$ cat src/sv/rbpe_pkg.sv
// Shared types and constants of the run-length byte pair encoder.
`default_nettype none
package rbpe_pkg;

   localparam int unsigned ByteWidth     = 8;
   localparam int unsigned CountWidth    = 16;
   localparam int unsigned CsrIndexWidth = 1;
   localparam int unsigned QueueDepth    = 2;
   localparam int unsigned MaxBytes      = 6;
   localparam int unsigned StepWidth     = 3;

   localparam logic [ByteWidth-1:0] RunCap     = 8'd255;
   localparam logic [ByteWidth-1:0] ValueBias  = 8'd128;

   // register indexes of the configuration port
   localparam logic [CsrIndexWidth-1:0] RegRowCount    = 1'd0;
   localparam logic [CsrIndexWidth-1:0] RegColumnCount = 1'd1;

   // one classified input item, as handed from the front to the back
   typedef struct packed {
      logic                  hdr;       // send the four header bytes first
      logic [CountWidth-1:0] rows;
      logic [CountWidth-1:0] cols;
      logic                  run_emit;  // send a closed run
      logic [ByteWidth-1:0]  run_cnt;
      logic [ByteWidth-1:0]  run_byte;  // biased value
      logic                  fin;       // send the flushed run, end of frame
      logic [ByteWidth-1:0]  fin_cnt;
      logic [ByteWidth-1:0]  fin_byte;  // biased value
   } cmd_type;

endpackage
`default_nettype wire

$ cat src/sv/rbpe_ifs.sv
// Channel interfaces: input elements, output bytes and configuration writes.
`default_nettype none
interface rbpe_req_if;
   logic                                valid;
   logic                                ready;
   logic signed [rbpe_pkg::ByteWidth-1:0] sample_value;
   logic                                frame_end;
   modport source (output valid, output sample_value, output frame_end, input ready);
   modport sink   (input valid, input sample_value, input frame_end, output ready);
endinterface

interface rbpe_rsp_if;
   logic                         valid;
   logic                         ready;
   logic [rbpe_pkg::ByteWidth-1:0] out_byte;
   logic                         burst_end;
   logic                         stream_end;
   modport source (output valid, output out_byte, output burst_end, output stream_end,
                   input ready);
   modport sink   (input valid, input out_byte, input burst_end, input stream_end,
                   output ready);
endinterface

interface rbpe_csr_if;
   logic                             valid;
   logic                             ready;
   logic [rbpe_pkg::CsrIndexWidth-1:0] index;
   logic [rbpe_pkg::CountWidth-1:0]    data;
   modport source (output valid, output index, output data, input ready);
   modport sink   (input valid, input index, input data, output ready);
endinterface
`default_nettype wire

$ cat src/sv/rle_byte_pair_encoder.sv
// Top level of the run-length byte pair encoder.
//
//   channel  dir  handshake     payload
//   req_ch   in   valid/ready   sample_value[7:0] signed, frame_end
//   rsp_ch   out  valid/ready   out_byte[7:0], burst_end, stream_end
//   csr_ch   in   valid/ready   index[0] (0 rows, 1 columns), data[15:0]
//
// The back sends one byte per cycle while rsp_ch is ready, and an element
// makes 0, 2, 4 or 6 bytes; a run change with no header or frame end makes 2.
// Reset is synchronous and clears run state, the queue and the output valid flag.
// A stalled rsp_ch holds its byte; the front keeps taking elements until the
// two-entry queue fills, then drops req_ch ready.
`default_nettype none
module rle_byte_pair_encoder (
   input wire logic   clock,
   input wire logic   reset,
   rbpe_req_if.sink   req_ch,
   rbpe_rsp_if.source rsp_ch,
   rbpe_csr_if.sink   csr_ch
);

   rbpe_pkg::cmd_type push_data;
   rbpe_pkg::cmd_type pop_data;
   logic              push;
   logic              pop;
   logic              full;
   logic              not_empty;

   // classify each element transaction and track the open run
   rbpe_front u_front (
      .clock  (clock),
      .reset  (reset),
      .req    (req_ch),
      .csr    (csr_ch),
      .q_full (full),
      .q_data (push_data),
      .q_push (push)
   );

   // decouple classification from byte output
   rbpe_queue u_queue (
      .clock     (clock),
      .reset     (reset),
      .push      (push),
      .push_data (push_data),
      .full      (full),
      .pop       (pop),
      .pop_data  (pop_data),
      .not_empty (not_empty)
   );

   // advance one output byte per cycle while rsp_ch takes it
   rbpe_back u_back (
      .clock   (clock),
      .reset   (reset),
      .q_valid (not_empty),
      .q_data  (pop_data),
      .q_pop   (pop),
      .rsp     (rsp_ch)
   );

endmodule
`default_nettype wire

$ cat src/sv/rbpe_front.sv
// Front part: configuration registers, run tracking and item classification.
`default_nettype none
module rbpe_front (
   input  wire logic          clock,
   input  wire logic          reset,
   rbpe_req_if.sink           req,
   rbpe_csr_if.sink           csr,
   input  wire logic          q_full,
   output rbpe_pkg::cmd_type  q_data,
   output logic               q_push
);

   logic [rbpe_pkg::CountWidth-1:0] rows_ff, rows_in;
   logic [rbpe_pkg::CountWidth-1:0] cols_ff, cols_in;
   logic [rbpe_pkg::ByteWidth-1:0]  run_value_ff, run_value_in;
   logic [rbpe_pkg::ByteWidth-1:0]  run_length_ff, run_length_in;
   logic                            started_ff, started_in;
   logic                            accept;
   logic [rbpe_pkg::ByteWidth-1:0]  sample;
   rbpe_pkg::cmd_type               cmd;

   assign csr.ready = 1'b1;
   assign req.ready = !q_full;
   assign accept    = req.valid && req.ready;
   assign sample    = req.sample_value;

   always_comb begin
      rows_in = rows_ff;
      cols_in = cols_ff;
      if (csr.valid) begin
         case (csr.index)
            rbpe_pkg::RegRowCount:    rows_in = csr.data;
            rbpe_pkg::RegColumnCount: cols_in = csr.data;
            default: ;
         endcase
      end
   end

   // classify the element against the open run
   always_comb begin
      run_value_in  = run_value_ff;
      run_length_in = run_length_ff;
      started_in    = started_ff;
      cmd           = '0;
      cmd.rows      = rows_ff;
      cmd.cols      = cols_ff;
      cmd.run_cnt   = run_length_ff;
      cmd.run_byte  = run_value_ff + rbpe_pkg::ValueBias;
      if (!started_ff) begin
         cmd.hdr       = 1'b1;
         run_value_in  = sample;
         run_length_in = 8'd1;
         started_in    = 1'b1;
      end else if (sample == run_value_ff) begin
         if (run_length_ff == rbpe_pkg::RunCap) begin
            cmd.run_emit  = 1'b1;
            run_length_in = 8'd1;
         end else begin
            run_length_in = run_length_ff + 8'd1;
         end
      end else begin
         cmd.run_emit  = 1'b1;
         run_value_in  = sample;
         run_length_in = 8'd1;
      end
      if (req.frame_end) begin
         cmd.fin    = 1'b1;
         started_in = 1'b0;
      end
      cmd.fin_cnt  = run_length_in;
      cmd.fin_byte = run_value_in + rbpe_pkg::ValueBias;
   end

   assign q_data = cmd;
   assign q_push = accept && (cmd.hdr || cmd.run_emit || cmd.fin);

   always_ff @(posedge clock) begin
      if (reset) begin
         rows_ff       <= '0;
         cols_ff       <= '0;
         run_value_ff  <= '0;
         run_length_ff <= '0;
         started_ff    <= 1'b0;
      end else begin
         rows_ff <= rows_in;
         cols_ff <= cols_in;
         if (accept) begin
            run_value_ff  <= run_value_in;
            run_length_ff <= run_length_in;
            started_ff    <= started_in;
         end
      end
   end

endmodule
`default_nettype wire

$ cat src/sv/rbpe_queue.sv
// Short queue of classified items between front and back.
`default_nettype none
module rbpe_queue (
   input  wire logic               clock,
   input  wire logic               reset,
   input  wire logic               push,
   input  wire rbpe_pkg::cmd_type  push_data,
   output logic                    full,
   input  wire logic               pop,
   output rbpe_pkg::cmd_type       pop_data,
   output logic                    not_empty
);

   localparam int unsigned PtrWidth = (rbpe_pkg::QueueDepth > 1) ?
                                      $clog2(rbpe_pkg::QueueDepth) : 1;
   localparam int unsigned CntWidth = $clog2(rbpe_pkg::QueueDepth + 1);
   localparam logic [PtrWidth-1:0] LastPtr = PtrWidth'(rbpe_pkg::QueueDepth - 1);
   localparam logic [CntWidth-1:0] FullCnt = CntWidth'(rbpe_pkg::QueueDepth);

   rbpe_pkg::cmd_type   entry_ff [rbpe_pkg::QueueDepth];
   logic [PtrWidth-1:0] wr_ptr_ff, wr_ptr_in;
   logic [PtrWidth-1:0] rd_ptr_ff, rd_ptr_in;
   logic [CntWidth-1:0] cnt_ff, cnt_in;

   assign full      = (cnt_ff == FullCnt);
   assign not_empty = (cnt_ff != '0);
   assign pop_data  = entry_ff[rd_ptr_ff];

   always_comb begin
      wr_ptr_in = wr_ptr_ff;
      rd_ptr_in = rd_ptr_ff;
      cnt_in    = cnt_ff;
      if (push) begin
         wr_ptr_in = (wr_ptr_ff == LastPtr) ? '0 : wr_ptr_ff + 1'b1;
      end
      if (pop) begin
         rd_ptr_in = (rd_ptr_ff == LastPtr) ? '0 : rd_ptr_ff + 1'b1;
      end
      if (push && !pop) begin
         cnt_in = cnt_ff + 1'b1;
      end else if (pop && !push) begin
         cnt_in = cnt_ff - 1'b1;
      end
   end

   always_ff @(posedge clock) begin
      if (reset) begin
         wr_ptr_ff <= '0;
         rd_ptr_ff <= '0;
         cnt_ff    <= '0;
      end else begin
         wr_ptr_ff <= wr_ptr_in;
         rd_ptr_ff <= rd_ptr_in;
         cnt_ff    <= cnt_in;
      end
   end

   always_ff @(posedge clock) begin
      if (push) begin
         entry_ff[wr_ptr_ff] <= push_data;
      end
   end

   a_no_overflow: assert property (@(posedge clock) disable iff (reset)
      push |-> (!full || pop))
      else $error("queue written while full");
   a_no_underflow: assert property (@(posedge clock) disable iff (reset)
      pop |-> not_empty)
      else $error("queue read while empty");

endmodule
`default_nettype wire

$ cat src/sv/rbpe_back.sv
// Back part: expands one classified item into its output bytes.
`default_nettype none
module rbpe_back (
   input  wire logic               clock,
   input  wire logic               reset,
   input  wire logic               q_valid,
   input  wire rbpe_pkg::cmd_type  q_data,
   output logic                    q_pop,
   rbpe_rsp_if.source              rsp
);

   localparam int unsigned BW = rbpe_pkg::ByteWidth;
   localparam int unsigned SW = rbpe_pkg::StepWidth;

   logic [BW-1:0] bytes_ff [rbpe_pkg::MaxBytes];
   logic [BW-1:0] bytes_in [rbpe_pkg::MaxBytes];
   logic [SW-1:0] cnt_ff, cnt_in;
   logic [SW-1:0] step_ff, step_in;
   logic          fin_ff;
   logic          cur_valid_ff, cur_valid_in;
   logic          rsp_valid_ff, rsp_valid_in;
   logic [BW-1:0] rsp_byte_ff;
   logic          rsp_burst_ff;
   logic          rsp_stream_ff;
   logic          out_free;
   logic          fire;
   logic          last_byte;

   assign out_free  = !rsp_valid_ff || rsp.ready;
   assign fire      = cur_valid_ff && out_free;
   assign last_byte = (step_ff == cnt_ff - 3'd1);
   assign q_pop     = q_valid && (!cur_valid_ff || (fire && last_byte));

   // lay out the byte sequence of the item at the queue head
   always_comb begin
      for (int i = 0; i < rbpe_pkg::MaxBytes; i++) begin
         bytes_in[i] = '0;
      end
      cnt_in = 3'd2;
      if (q_data.hdr) begin
         bytes_in[0] = q_data.rows[15:8];
         bytes_in[1] = q_data.rows[7:0];
         bytes_in[2] = q_data.cols[15:8];
         bytes_in[3] = q_data.cols[7:0];
         bytes_in[4] = q_data.fin_cnt;
         bytes_in[5] = q_data.fin_byte;
         cnt_in      = q_data.fin ? 3'd6 : 3'd4;
      end else if (q_data.run_emit) begin
         bytes_in[0] = q_data.run_cnt;
         bytes_in[1] = q_data.run_byte;
         bytes_in[2] = q_data.fin_cnt;
         bytes_in[3] = q_data.fin_byte;
         cnt_in      = q_data.fin ? 3'd4 : 3'd2;
      end else begin
         bytes_in[0] = q_data.fin_cnt;
         bytes_in[1] = q_data.fin_byte;
         cnt_in      = 3'd2;
      end
   end

   always_comb begin
      cur_valid_in = cur_valid_ff;
      step_in      = step_ff;
      if (q_pop) begin
         cur_valid_in = 1'b1;
         step_in      = '0;
      end else if (fire) begin
         if (last_byte) begin
            cur_valid_in = 1'b0;
         end
         step_in = step_ff + 3'd1;
      end
      rsp_valid_in = fire ? 1'b1 : (out_free ? 1'b0 : rsp_valid_ff);
   end

   always_ff @(posedge clock) begin
      if (reset) begin
         cur_valid_ff <= 1'b0;
         step_ff      <= '0;
         rsp_valid_ff <= 1'b0;
      end else begin
         cur_valid_ff <= cur_valid_in;
         step_ff      <= step_in;
         rsp_valid_ff <= rsp_valid_in;
      end
   end

   always_ff @(posedge clock) begin
      if (q_pop) begin
         bytes_ff <= bytes_in;
         cnt_ff   <= cnt_in;
         fin_ff   <= q_data.fin;
      end
      if (fire) begin
         rsp_byte_ff   <= bytes_ff[step_ff];
         rsp_burst_ff  <= last_byte;
         rsp_stream_ff <= last_byte && fin_ff;
      end
   end

   assign rsp.valid      = rsp_valid_ff;
   assign rsp.out_byte   = rsp_byte_ff;
   assign rsp.burst_end  = rsp_burst_ff;
   assign rsp.stream_end = rsp_stream_ff;

   a_step_in_range: assert property (@(posedge clock) disable iff (reset)
      cur_valid_ff |-> (step_ff < cnt_ff))
      else $error("byte step beyond item length");
   a_stream_ends_burst: assert property (@(posedge clock) disable iff (reset)
      (rsp_valid_ff && rsp_stream_ff) |-> rsp_burst_ff)
      else $error("frame end not on last byte of a transaction burst");
   a_load_only_when_done: assert property (@(posedge clock) disable iff (reset)
      (q_pop && cur_valid_ff) |-> (fire && last_byte))
      else $error("item replaced before all bytes sent");

endmodule
`default_nettype wire

$ cat src/flat_wrapper.sv
// flat-port wrapper written by rule: the top's interface ports become plain ports
module rle_byte_pair_encoder_flat 
  (clock, reset, req_ch_valid, req_ch_sample_value, req_ch_frame_end, req_ch_ready, rsp_ch_valid, rsp_ch_out_byte, rsp_ch_burst_end, rsp_ch_stream_end, rsp_ch_ready, csr_ch_valid, csr_ch_index, csr_ch_data, csr_ch_ready);
  rbpe_req_if req_ch_i ();
  rbpe_rsp_if rsp_ch_i ();
  rbpe_csr_if csr_ch_i ();
  input wire logic clock;
  input wire logic reset;
  input wire logic [$bits(req_ch_i.valid)-1:0] req_ch_valid;
  input wire logic [$bits(req_ch_i.sample_value)-1:0] req_ch_sample_value;
  input wire logic [$bits(req_ch_i.frame_end)-1:0] req_ch_frame_end;
  output wire logic [$bits(req_ch_i.ready)-1:0] req_ch_ready;
  output wire logic [$bits(rsp_ch_i.valid)-1:0] rsp_ch_valid;
  output wire logic [$bits(rsp_ch_i.out_byte)-1:0] rsp_ch_out_byte;
  output wire logic [$bits(rsp_ch_i.burst_end)-1:0] rsp_ch_burst_end;
  output wire logic [$bits(rsp_ch_i.stream_end)-1:0] rsp_ch_stream_end;
  input wire logic [$bits(rsp_ch_i.ready)-1:0] rsp_ch_ready;
  input wire logic [$bits(csr_ch_i.valid)-1:0] csr_ch_valid;
  input wire logic [$bits(csr_ch_i.index)-1:0] csr_ch_index;
  input wire logic [$bits(csr_ch_i.data)-1:0] csr_ch_data;
  output wire logic [$bits(csr_ch_i.ready)-1:0] csr_ch_ready;
  assign req_ch_i.valid = req_ch_valid;
  assign req_ch_i.sample_value = req_ch_sample_value;
  assign req_ch_i.frame_end = req_ch_frame_end;
  assign req_ch_ready = req_ch_i.ready;
  assign rsp_ch_valid = rsp_ch_i.valid;
  assign rsp_ch_out_byte = rsp_ch_i.out_byte;
  assign rsp_ch_burst_end = rsp_ch_i.burst_end;
  assign rsp_ch_stream_end = rsp_ch_i.stream_end;
  assign rsp_ch_i.ready = rsp_ch_ready;
  assign csr_ch_i.valid = csr_ch_valid;
  assign csr_ch_i.index = csr_ch_index;
  assign csr_ch_i.data = csr_ch_data;
  assign csr_ch_ready = csr_ch_i.ready;
  rle_byte_pair_encoder u_core (.clock(clock), .reset(reset), .req_ch(req_ch_i), .rsp_ch(rsp_ch_i), .csr_ch(csr_ch_i));
endmodule
$ cat config.mk
export PLATFORM = sky130hd
export DESIGN_NAME = rle_byte_pair_encoder_flat
export DESIGN_NICKNAME = d
export VERILOG_FILES = /design/src/sv/rbpe_pkg.sv /design/src/sv/rbpe_ifs.sv /design/src/sv/rle_byte_pair_encoder.sv /design/src/sv/rbpe_front.sv /design/src/sv/rbpe_queue.sv /design/src/sv/rbpe_back.sv /design/src/flat_wrapper.sv
export SDC_FILE = /design/constraint.sdc
export NUM_CORES = 1
export LEC_CHECK = 0
export ABC_CLOCK_PERIOD_IN_PS = 5400
export BUFFER_PORTS_ARGS = -buffer_cell sky130_fd_sc_hd__buf_2
export CORE_MARGIN = 2
export CORE_UTILIZATION = 25
export CTS_CLUSTER_DIAMETER = 120
export CTS_CLUSTER_SIZE = 8
export DETAILED_ROUTE_END_ITERATION = 10
export GPL_TIMING_DRIVEN = 0
export HOLD_SLACK_MARGIN = 0.12
export SYNTH_ARGS = -nofsm -noshare
export SYNTH_HDL_FRONTEND = slang
export SYNTH_SLANG_ARGS = --single-unit
$ cat constraint.sdc
create_clock -name clock -period 5.4 [get_ports clock]
set_input_delay 1.62 -clock clock [delete_from_list [all_inputs] [get_ports clock]]
set_output_delay 1.62 -clock clock [all_outputs]
set_load 0.02 [all_outputs]
==> flow_summary.ini, run 1 <==
[run_status]
status = completed

[finish]
fin_area_um2 = 12300
areaGrowthSynthToFinish_pct = 20.2
layoutNonFillerInstCount = 1429
drive_gt1_share_pct = 14.4
antennaDiodeCount = 0
nets = 904
final_common_cell = edfxtp_1
layout_common_cells = edfxtp_1, nand2_1, buf_2, clkbuf_1, dfxtp_1

[logic_synthesis]
ys_ff_latch = 254
synth-main-ff-cell = edfxtp_1
syn_area_per_cell_um2 = 13.0
syn_inst = 785
ys_types = 50
synth_edf_count = 195
async_reset_ff_share_pct = 0
seq_area_frac_synth_pct = 68.9
synth_warnings = 0
synth_nets = 819
netlist_area_um2 = 10200

[worst_setup_path]
crit_path_max_incr_delay_ns = 0.52
r2r_cells = 8
crit_type = in2reg
setup.worst_path.start_class = primary input
slowest_stage = nor3b_4
worst_setup_path_end_kind = flop
cp_cell_sequence = buf_2 > xnor2_1 > nand4_2 > nor3b_4 > a21o_4 > inv_1 > ha_1 > or3_1 > a21oi_1
required_ns = 5.83
rr_endpoint = u_core.u_queue.entry_ff[1][40]
crit_arrival_ns = 3.89
r2r_slack_ns = 2.20
critPathMaxFanout = 10
r2r_start = u_core.u_front.run_length_ff[0]

[placement]
dp_hpwl_um = 18000
post-place-cells = 1363
preCtsSetupSlack_ns = 1.44
postPlaceCellArea_um2 = 11200
gp_congestion = 0.831
numPortBuffers = 41

[sta]
report.final.setup_viol = 0
layout_setup_ws_ns = 1.93
worst_pin_slew_ns = 0.811
drv_slew = 0
period_share_pct = 64.2
fin_skew_ns = 0.0205
hold_slack_ns = 0.451
period_needed_ns = 3.47
slew_headroom_pct = 45.9
rsz0062_at_grt = false
fmax_mhz = 289
finalHoldViolations = 0

[clock_network]
path_clk_slew_ns = 0.05
htree_num_levels = 2
numCtsBuffers = 37
clk-insertion-delay-late_ns = 0.51
holdBufCountCts = 0
cts_resized = 0
clock_sinks = 254
clockBufferDepth = 3
cts_tree = done
cts.root.buffer_cell = clkbuf_16
cts_setup_buffers = 0

[pwr]
p_clk_share_pct = 31.6
pwr-share-seq_pct = 42.9
power_switching_mw = 2.04
p_leak_nw = 4.20
p_sw_share_pct = 31.0
comb_power_share_pct = 25.5
ir_worst_vdd_mv = 0.191
powerDensity_nw_per_um2 = 536
finalPower_mw = 6.58
p_int_mw = 4.54

[drt]
drt-pass1-iter-count = 7
vias_per_cell = 4.49
drc = 0
dr_total_vias = 6421
drt_iter0_drc = 565
wl_per_cell_um = 17.4
ant_nets = 0
wl_um = 24900

[floorplan]
start_util_pct = 25.2
die_h_um = 206
rows = 74
dieArea_um2 = 42500
core-area_um2 = 40600
io_pins = 44
die_w_um = 206

[global_routing]
grt_overflow = 0
grt_usage_pct = 11.8
grt_max_degree = 31
antenna_found_initial = 2
grt_pass1_vias = 6432
grt_pass1_wl_um = 37500

[hold_path]
hp-class = reg2reg
min_path_cells = 0
min_delay_worst_endpoint = u_core.u_queue.entry_ff[0][47]
min_from = u_core.u_front.cols_ff[13]

[job]
max-cap-violations = 0
-- cell families after synthesis --
family,after synthesis,synth area share [%]
xor gates and xnor gates,17,1.46
muxes,69,7.93
other,1,0.0367
and+or+nand+nor,210,9.07
AOI/OAI and AO/OA,155,8.99
buffers and inverters,76,3.20
DFF,254,68.9
adders and majority gates,3,0.368
-- per-stage QoR --
stage,util (%),setup TNS (ns)
global placement,27.3,-295.56
finish,30.3,0
floorplan,-,-14.58
detailed placement,27.7,0
global route,30.3,0
CTS,30.3,0
-- synth_stat cells, types with 9 or more instances --
cell | number | area share (%)
nor2_1 | 36 | 1.3
mux2i_1 | 58 | 5.7
buf_2 | 18 | 0.88
nand2_1 | 129 | 4.7
o21ai_0 | 22 | 1.1
xnor2_1 | 12 | 1.0
dfxtp_1 | 59 | 12
clkbuf_1 | 33 | 1.2
inv_1 | 18 | 0.66
a21oi_1 | 49 | 2.4
o21ai_1 | 15 | 0.74
o22ai_1 | 40 | 2.5
o211ai_1 | 16 | 1.2
nand3_1 | 9 | 0.44
edfxtp_1 | 195 | 57
-- final cells by class --
cell class | instances | area (um^2)
plain buffers | 57 | 255
clock buffers | 64 | 1040
clock inverters | 2 | 17.5
fillers | 4088 | 28300
inverters | 19 | 71.3
multi-input cells | 455 | 2870
flip-flops and latches | 254 | 7040
well taps | 532 | 666
repair buffers | 46 | 320
-- worst max path at each step --
stage          slack [ns]                   start                        endpoint
4_1_cts              1.97  req_ch_sample_value[4]        u_core.u_queue.cnt_ff[1]
5_1_grt              1.82  req_ch_sample_value[4]        u_core.u_queue.cnt_ff[1]
2_1_floorplan       -0.11  req_ch_sample_value[7]   u_core.u_queue.entry_ff[0][0]
3_5_place_dp         1.44  req_ch_sample_value[4]        u_core.u_queue.cnt_ff[1]
3_3_place_gp        -2.10  req_ch_sample_value[4]  u_core.u_queue.entry_ff[1][36]
6_report             1.93  req_ch_sample_value[4]        u_core.u_queue.cnt_ff[1]
-- power groups by stage --
stage          Clock (mW)  Sequential (mW)  Combinational [mW]
2_1_floorplan           0             2.88                1.02
3_3_place_gp            0             2.90                1.59
3_5_place_dp            0             2.86                1.67
4_1_cts              2.13             2.83                1.67
5_1_grt              2.20             2.86                1.82
6_report             2.08             2.82                1.68
-- metal layers --
| layer | wire length [um] | up-vias | global-route usage, % |
|---|---|---|---|
| met2 | 11500 | 215 | 18.9 |
| met5 | 22 | - | 0 |
| met3 | 1860 | 71 | 3.22 |
| li1 | - | 3042 | - |
| met4 | 1240 | 4 | 6.02 |
| met1 | 10300 | 3089 | 14.5 |
-- critical path, delay by kind of cell --
kind / cells / cell delay (ns)
AO/OA/AOI/OAI: 2 / 0.40
AND/OR/NAND/NOR: 3 / 1.14
XOR/XNOR: 1 / 0.23
adder cells (fa/ha/maj): 1 / 0.31
buffers and inverters: 2 / 0.17
-- sequential cells by signal, indices dropped and copies added (netlist names), 2 cells and up, named ones only --
signal                        flops
u_core.u_back.rsp.out_byte        8
u_core.u_front.run_value_ff       8
u_core.u_queue.entry_ff         134
u_core.u_front.run_length_ff      8
u_core.u_back.step_ff             3
u_core.u_back.cnt_ff              2
u_core.u_back.bytes_ff           48
u_core.u_front.rows_ff           16
u_core.u_front.cols_ff           16
u_core.u_queue.cnt_ff             2
Power figures use the tool's default switching activity.
==> inputs of run 2 (changes only) <==
Settings changed: ABC_CLOCK_PERIOD_IN_PS 5400 to 3300.
Clock period 5.4 ns to 3.3 ns, I/O delays scaled along.
==> run 2 against run 1 <==
Net effect: sequential power is 64% higher; die area stayed put; combinational power is 62% higher; critical path depth is 1 lower; hold slack better by 0.0084 ns; clock power is 69% higher; cell count is 0.14% higher; routed wire length is 1.1% higher; clock-buffer cell count is 3 higher; highest routed layer unchanged.
==> flow_summary.ini, run 2 (synthesis gave the netlist of run 1 again) <==
[run_status]
status = completed

[worst_setup_path]
worst_setup_path_end_kind = flop
crit_path_max_incr_delay_ns = 0.53
rr_endpoint = u_core.u_queue.entry_ff[0][45]
r2r_slack_ns = 0.20
r2r_cells = 8
required_ns = 3.49
crit_type = reg2reg
slowest_stage = nor2_4
critPathMaxFanout = 30
setup.worst_path.start_class = flop
crit_start = u_core.u_front.run_length_ff[0]
r2r_start = u_core.u_front.run_length_ff[0]
cp_cell_sequence = ha_1 > and4_4 > a41oi_2 > nor3b_4 > a21o_4 > nor2_4 > buf_16 > buf_12
crit_arrival_ns = 3.29

[sta]
slew_headroom_pct = 16.5
worst_pin_slew_ns = 1.25
finalHoldViolations = 0
fin_skew_ns = 0.0216
period_share_pct = 94.0
fmax_mhz = 322
drv_slew = 0
hold_slack_ns = 0.460
report.final.setup_viol = 0
period_needed_ns = 3.10
rsz0062_at_grt = false

[floorplan]
io_pins = 44
die_w_um = 206
rows = 74
core-area_um2 = 40600
die_h_um = 206
start_util_pct = 25.2
dieArea_um2 = 42500

[finish]
drive_gt1_share_pct = 14.5
final_common_cell = edfxtp_1
antennaDiodeCount = 0
top_register = u_core.u_queue.entry_ff
largest_reg_flops = 134
nets = 904
reg_top3 = u_core.u_queue.entry_ff (134), u_core.u_back.bytes_ff (48)
layout_common_cells = edfxtp_1, nand2_1, clkbuf_1
areaGrowthSynthToFinish_pct = 20.5
layoutNonFillerInstCount = 1431

[global_routing]
grt_pass1_wl_um = 37500
grt_overflow = 0
grt_usage_pct = 11.8
antenna_found_initial = 2
grt_pass1_vias = 6248
grt_max_degree = 32

[drt]
drc = 0
wl_um = 25200
dr_total_vias = 6359
drt_iter0_drc = 603
wl_per_cell_um = 17.6
ant_nets = 0
drt-pass1-iter-count = 5
vias_per_cell = 4.44

[placement]
post-place-cells = 1362
gp_congestion = 0.806
numPortBuffers = 41
dp_hpwl_um = 18100

[pwr]
powerDensity_nw_per_um2 = 884
ir_worst_vdd_mv = 0.304
p_leak_nw = 4.21
finalPower_mw = 10.9

[clock_network]
path_clk_slew_ns = 0.05
cts.root.buffer_cell = clkbuf_16
cts_tree = done
clock_sinks = 254
clk-insertion-delay-late_ns = 0.51
clockBufferDepth = 3
cts_resized = 0
cts_setup_buffers = 0
holdBufCountCts = 0
htree_num_levels = 2
numCtsBuffers = 37

[hold_path]
min_delay_worst_endpoint = u_core.u_queue.entry_ff[0][63]
min_from = u_core.u_front.rows_ff[13]
hp-class = reg2reg
min_path_cells = 0

[job]
max-cap-violations = 0
==> run 2: cell count changes in the layout (fill, tap and decap cells not counted) <==
cell / before / now
nor2_2: 0 / 1
inv_6: 2 / 1
clkbuf_1: 59 / 60
buf_12: 3 / 2
clkbuf_16: 37 / 39
==> run 2: stage by stage <==
stage	worst slack [ns]	util, %	area (um^2)	setup TNS (ns)
final	0.196	30.3	12300	0
after detailed placement	-0.419	27.6	11200	-0.617
after global placement	-1.73	27.3	11100	-231.13
after floorplan	-0.439	-	10200	-58.84
after global routing	0.0565	30.3	12300	0
after CTS	0.173	30.3	12300	0
==> run 2: critical path: cells and delay by family (launching register included) <==
kind | cells | cell delay (ns)
AO/OA/AOI/OAI | 2 | 0.40
adder cells (fa/ha/maj) | 1 | 0.33
buffers and inverters | 2 | 0.47
flip-flops | 1 | 0.51
AND/OR/NAND/NOR | 3 | 1.03
==> run 2: worst max-delay path by stage <==
| stage | endpoint | slack [ns] | cells after the start |
|---|---|---|---|
| after floorplan | u_core.u_queue.entry_ff[0][0] | -0.44 | 5 |
| after global placement | u_core.u_queue.entry_ff[1][43] | -1.73 | 6 |
| after detailed placement | u_core.u_queue.cnt_ff[1] | -0.42 | 8 |
| after CTS | u_core.u_queue.entry_ff[0][45] | 0.17 | 8 |
| after global routing | u_core.u_queue.entry_ff[0][44] | 0.06 | 8 |
| final | u_core.u_queue.entry_ff[0][45] | 0.20 | 8 |
==> run 2: routing by layer <==
layer  part of all wire (%)  track usage [%]  vias to the layer above  wire (um)
met5                  0.095                0                        -         24
met3                    6.0             2.60                       58       1520
met1                     43             14.9                     3061      10800
met4                    4.2             5.51                        4       1070
li1                       -                -                     3052          -
met2                     47             19.2                      184      11800
==> run 2: final cells by class <==
type,instances,area (um^2)
fill,4098,28300
sequential,254,7040
multi-input combinational,456,2870
clock buffer,67,1090
tap,532,666
timing repair buffer,45,300
buffer,57,255
inverter,19,71.3
clock inverter,1,8.76
==> run 2: where the power goes <==
| group | switching, mW | internal [mW] | total, mW |
|---|---|---|---|
| registers | 0.223 | 4.41 | 4.63 |
| logic | 1.84 | 0.882 | 2.72 |
| clock network | 1.31 | 2.21 | 3.52 |
| total | 3.37 | 7.50 | 10.9 |
==> inputs of run 3 (changes only) <==
Settings changed: CORE_UTILIZATION 25 to 55, PLACE_DENSITY from default to 0.72.
==> run 3 against run 2 <==
Net effect: worst setup slack better by 0.10 ns; critical path type unchanged; cell count down 21%; design area is 3.6% lower; hold slack lost 0.0054 ns; first-iteration DRC count rose by 18%; die area shrank 54%; global-route usage is 13 points higher; combinational power about the same; sequential power barely moved; fmax up 3.4%; via count rose by 3.7%.
==> flow_summary.ini, run 3 (synthesis gave the netlist of run 1 again) <==
[clock_network]
holdBufCountCts = 0
cts_resized = 0
cts_tree = done
clockBufferDepth = 3
numCtsBuffers = 37
htree_num_levels = 2
clk-insertion-delay-late_ns = 0.50
clock_sinks = 254
path_clk_slew_ns = 0.05
cts_setup_buffers = 0
cts.root.buffer_cell = clkbuf_16

[worst_setup_path]
worst_setup_path_end_kind = flop
setup.worst_path.start_class = flop
crit_arrival_ns = 3.42
path_delay_family = simple AND/OR/NAND/NOR gates
crit_path_max_incr_delay_ns = 0.75
critPathMaxFanout = 28
critical_path_buf_inv_count = 1
r2r_slack_ns = 0.30
crit_type = reg2reg
slowest_stage = nor2_4
cp_cell_sequence = xnor2_1 > mux2i_1 > a31oi_1 > nor2_4 > inv_1 > ha_1 > or3_1 > a21oi_1
required_ns = 3.72

[finish]
largest_reg_flops = 134
reg_top3 = u_core.u_queue.entry_ff (134), u_core.u_back.bytes_ff (48)
top_register = u_core.u_queue.entry_ff
layout_common_cells = edfxtp_1, nand2_1, clkbuf_1
fin_area_um2 = 11900
areaGrowthSynthToFinish_pct = 16.2
fillers = 1293
nets = 905
antennaDiodeCount = 0
drive_gt1_share_pct = 14.3
final_common_cell = edfxtp_1

[placement]
numPortBuffers = 41
postPlaceCellArea_um2 = 10800
gp_congestion = 0.870
dp_hpwl_um = 16300
preCtsSetupSlack_ns = -0.408

[pwr]
ir_worst_vdd_mv = 0.490
powerDensity_nw_per_um2 = 902
p_leak_nw = 4.19
finalPower_mw = 10.7

[floorplan]
die_h_um = 140
io_pins = 44
rows = 49
core-area_um2 = 18100
dieArea_um2 = 19700
start_util_pct = 56.4
die_w_um = 140

[drt]
vias_per_cell = 5.86
ant_nets = 0
wl_per_cell_um = 20.9
wl_um = 23500
drt_iter0_drc = 711
dr_total_vias = 6593
drc = 0
drt-pass1-iter-count = 5

[sta]
tns_ns = 0
slew_headroom_pct = 43.9
period_needed_ns = 3.00
drv_slew = 0
worst_pin_slew_ns = 0.839
layout_setup_ws_ns = 0.298
fin_skew_ns = 0.0136
finalHoldViolations = 0
period_share_pct = 91.0
fmax_mhz = 333
report.final.setup_viol = 0
rsz0062_at_grt = false

[global_routing]
antenna_found_initial = 0
met3_usage_pct = 5.33
top_usage_layer = met2
grt_util_met1_pct = 31.9
use_met2_pct = 39.3
grt_max_degree = 32
grt_pass1_wl_um = 36000
grt_pass1_vias = 6590
grt_overflow = 0
grt_usage_pct = 24.3

[job]
max-cap-violations = 0

[hold_path]
hp-class = reg2reg

[run_status]
status = completed
==> run 3: cell count changes in the layout (fill, tap and decap cells not counted), sizes merged <==
cell / delta
inv: -1
clkbuf: -2
buf: +1
==> run 3: layout make-up <==
type / count / area (um^2) / share of cell area [%]
buffer: 57 / 255 / 2.15
multi-input combinational: 456 / 2870 / 24.2
sequential: 254 / 7040 / 59.3
clock buffer: 65 / 1040 / 8.78
timing repair buffer: 46 / 300 / 2.53
inverter: 19 / 71.3 / 0.601
tap: 229 / 287 / 2.42
==> run 3: per-layer routing <==
layer / share of wire, % / wire length [um]
met5: 0 / 0
met4: 3.5 / 812
met3: 7.0 / 1640
met2: 49 / 11500
met1: 41 / 9600
==> run 3: path summary, 6_finish.rpt <==
check / start / to / depth (start not counted)
worst min register to register: u_core.u_front.cols_ff[12] / u_core.u_queue.entry_ff[1][46] / 0
worst max-delay path: u_core.u_back.cnt_ff[2] / u_core.u_queue.cnt_ff[1] / 8
worst max register to register: u_core.u_back.cnt_ff[2] / u_core.u_queue.cnt_ff[1] / 8
worst min-delay path: u_core.u_front.cols_ff[12] / u_core.u_queue.entry_ff[1][46] / 0
==> run 3: worst register-to-register path: stages, from the launching register on <==
cell and delay [ns]:
edfxtp_1 0.38, xnor2_1 0.19, mux2i_1 0.33, a31oi_1 0.32, nor2_4 0.75, inv_1 0.11, ha_1 0.36, or3_1 0.35
a21oi_1 0.14
==> run 3: stage by stage <==
step / instances / hold slack, ns / utilization [%]
after global routing: 1126 / 0.470 / 65.6
after floorplan: 785 / 0.420 / -
final: 1126 / 0.454 / 65.6
after detailed placement: 1059 / 0.446 / 59.7
after CTS: 1125 / 0.456 / 65.5
after global placement: 1055 / 0.433 / 59.2
==> run 3: report_power, final <==
part / total (mW) / leakage [nW] / internal (mW) / switching (mW)
sequential: 4.63 / 2.34 / 4.40 / 0.231
combinational: 2.70 / 1.35 / 0.895 / 1.80
clock: 3.36 / 0.495 / 2.11 / 1.26
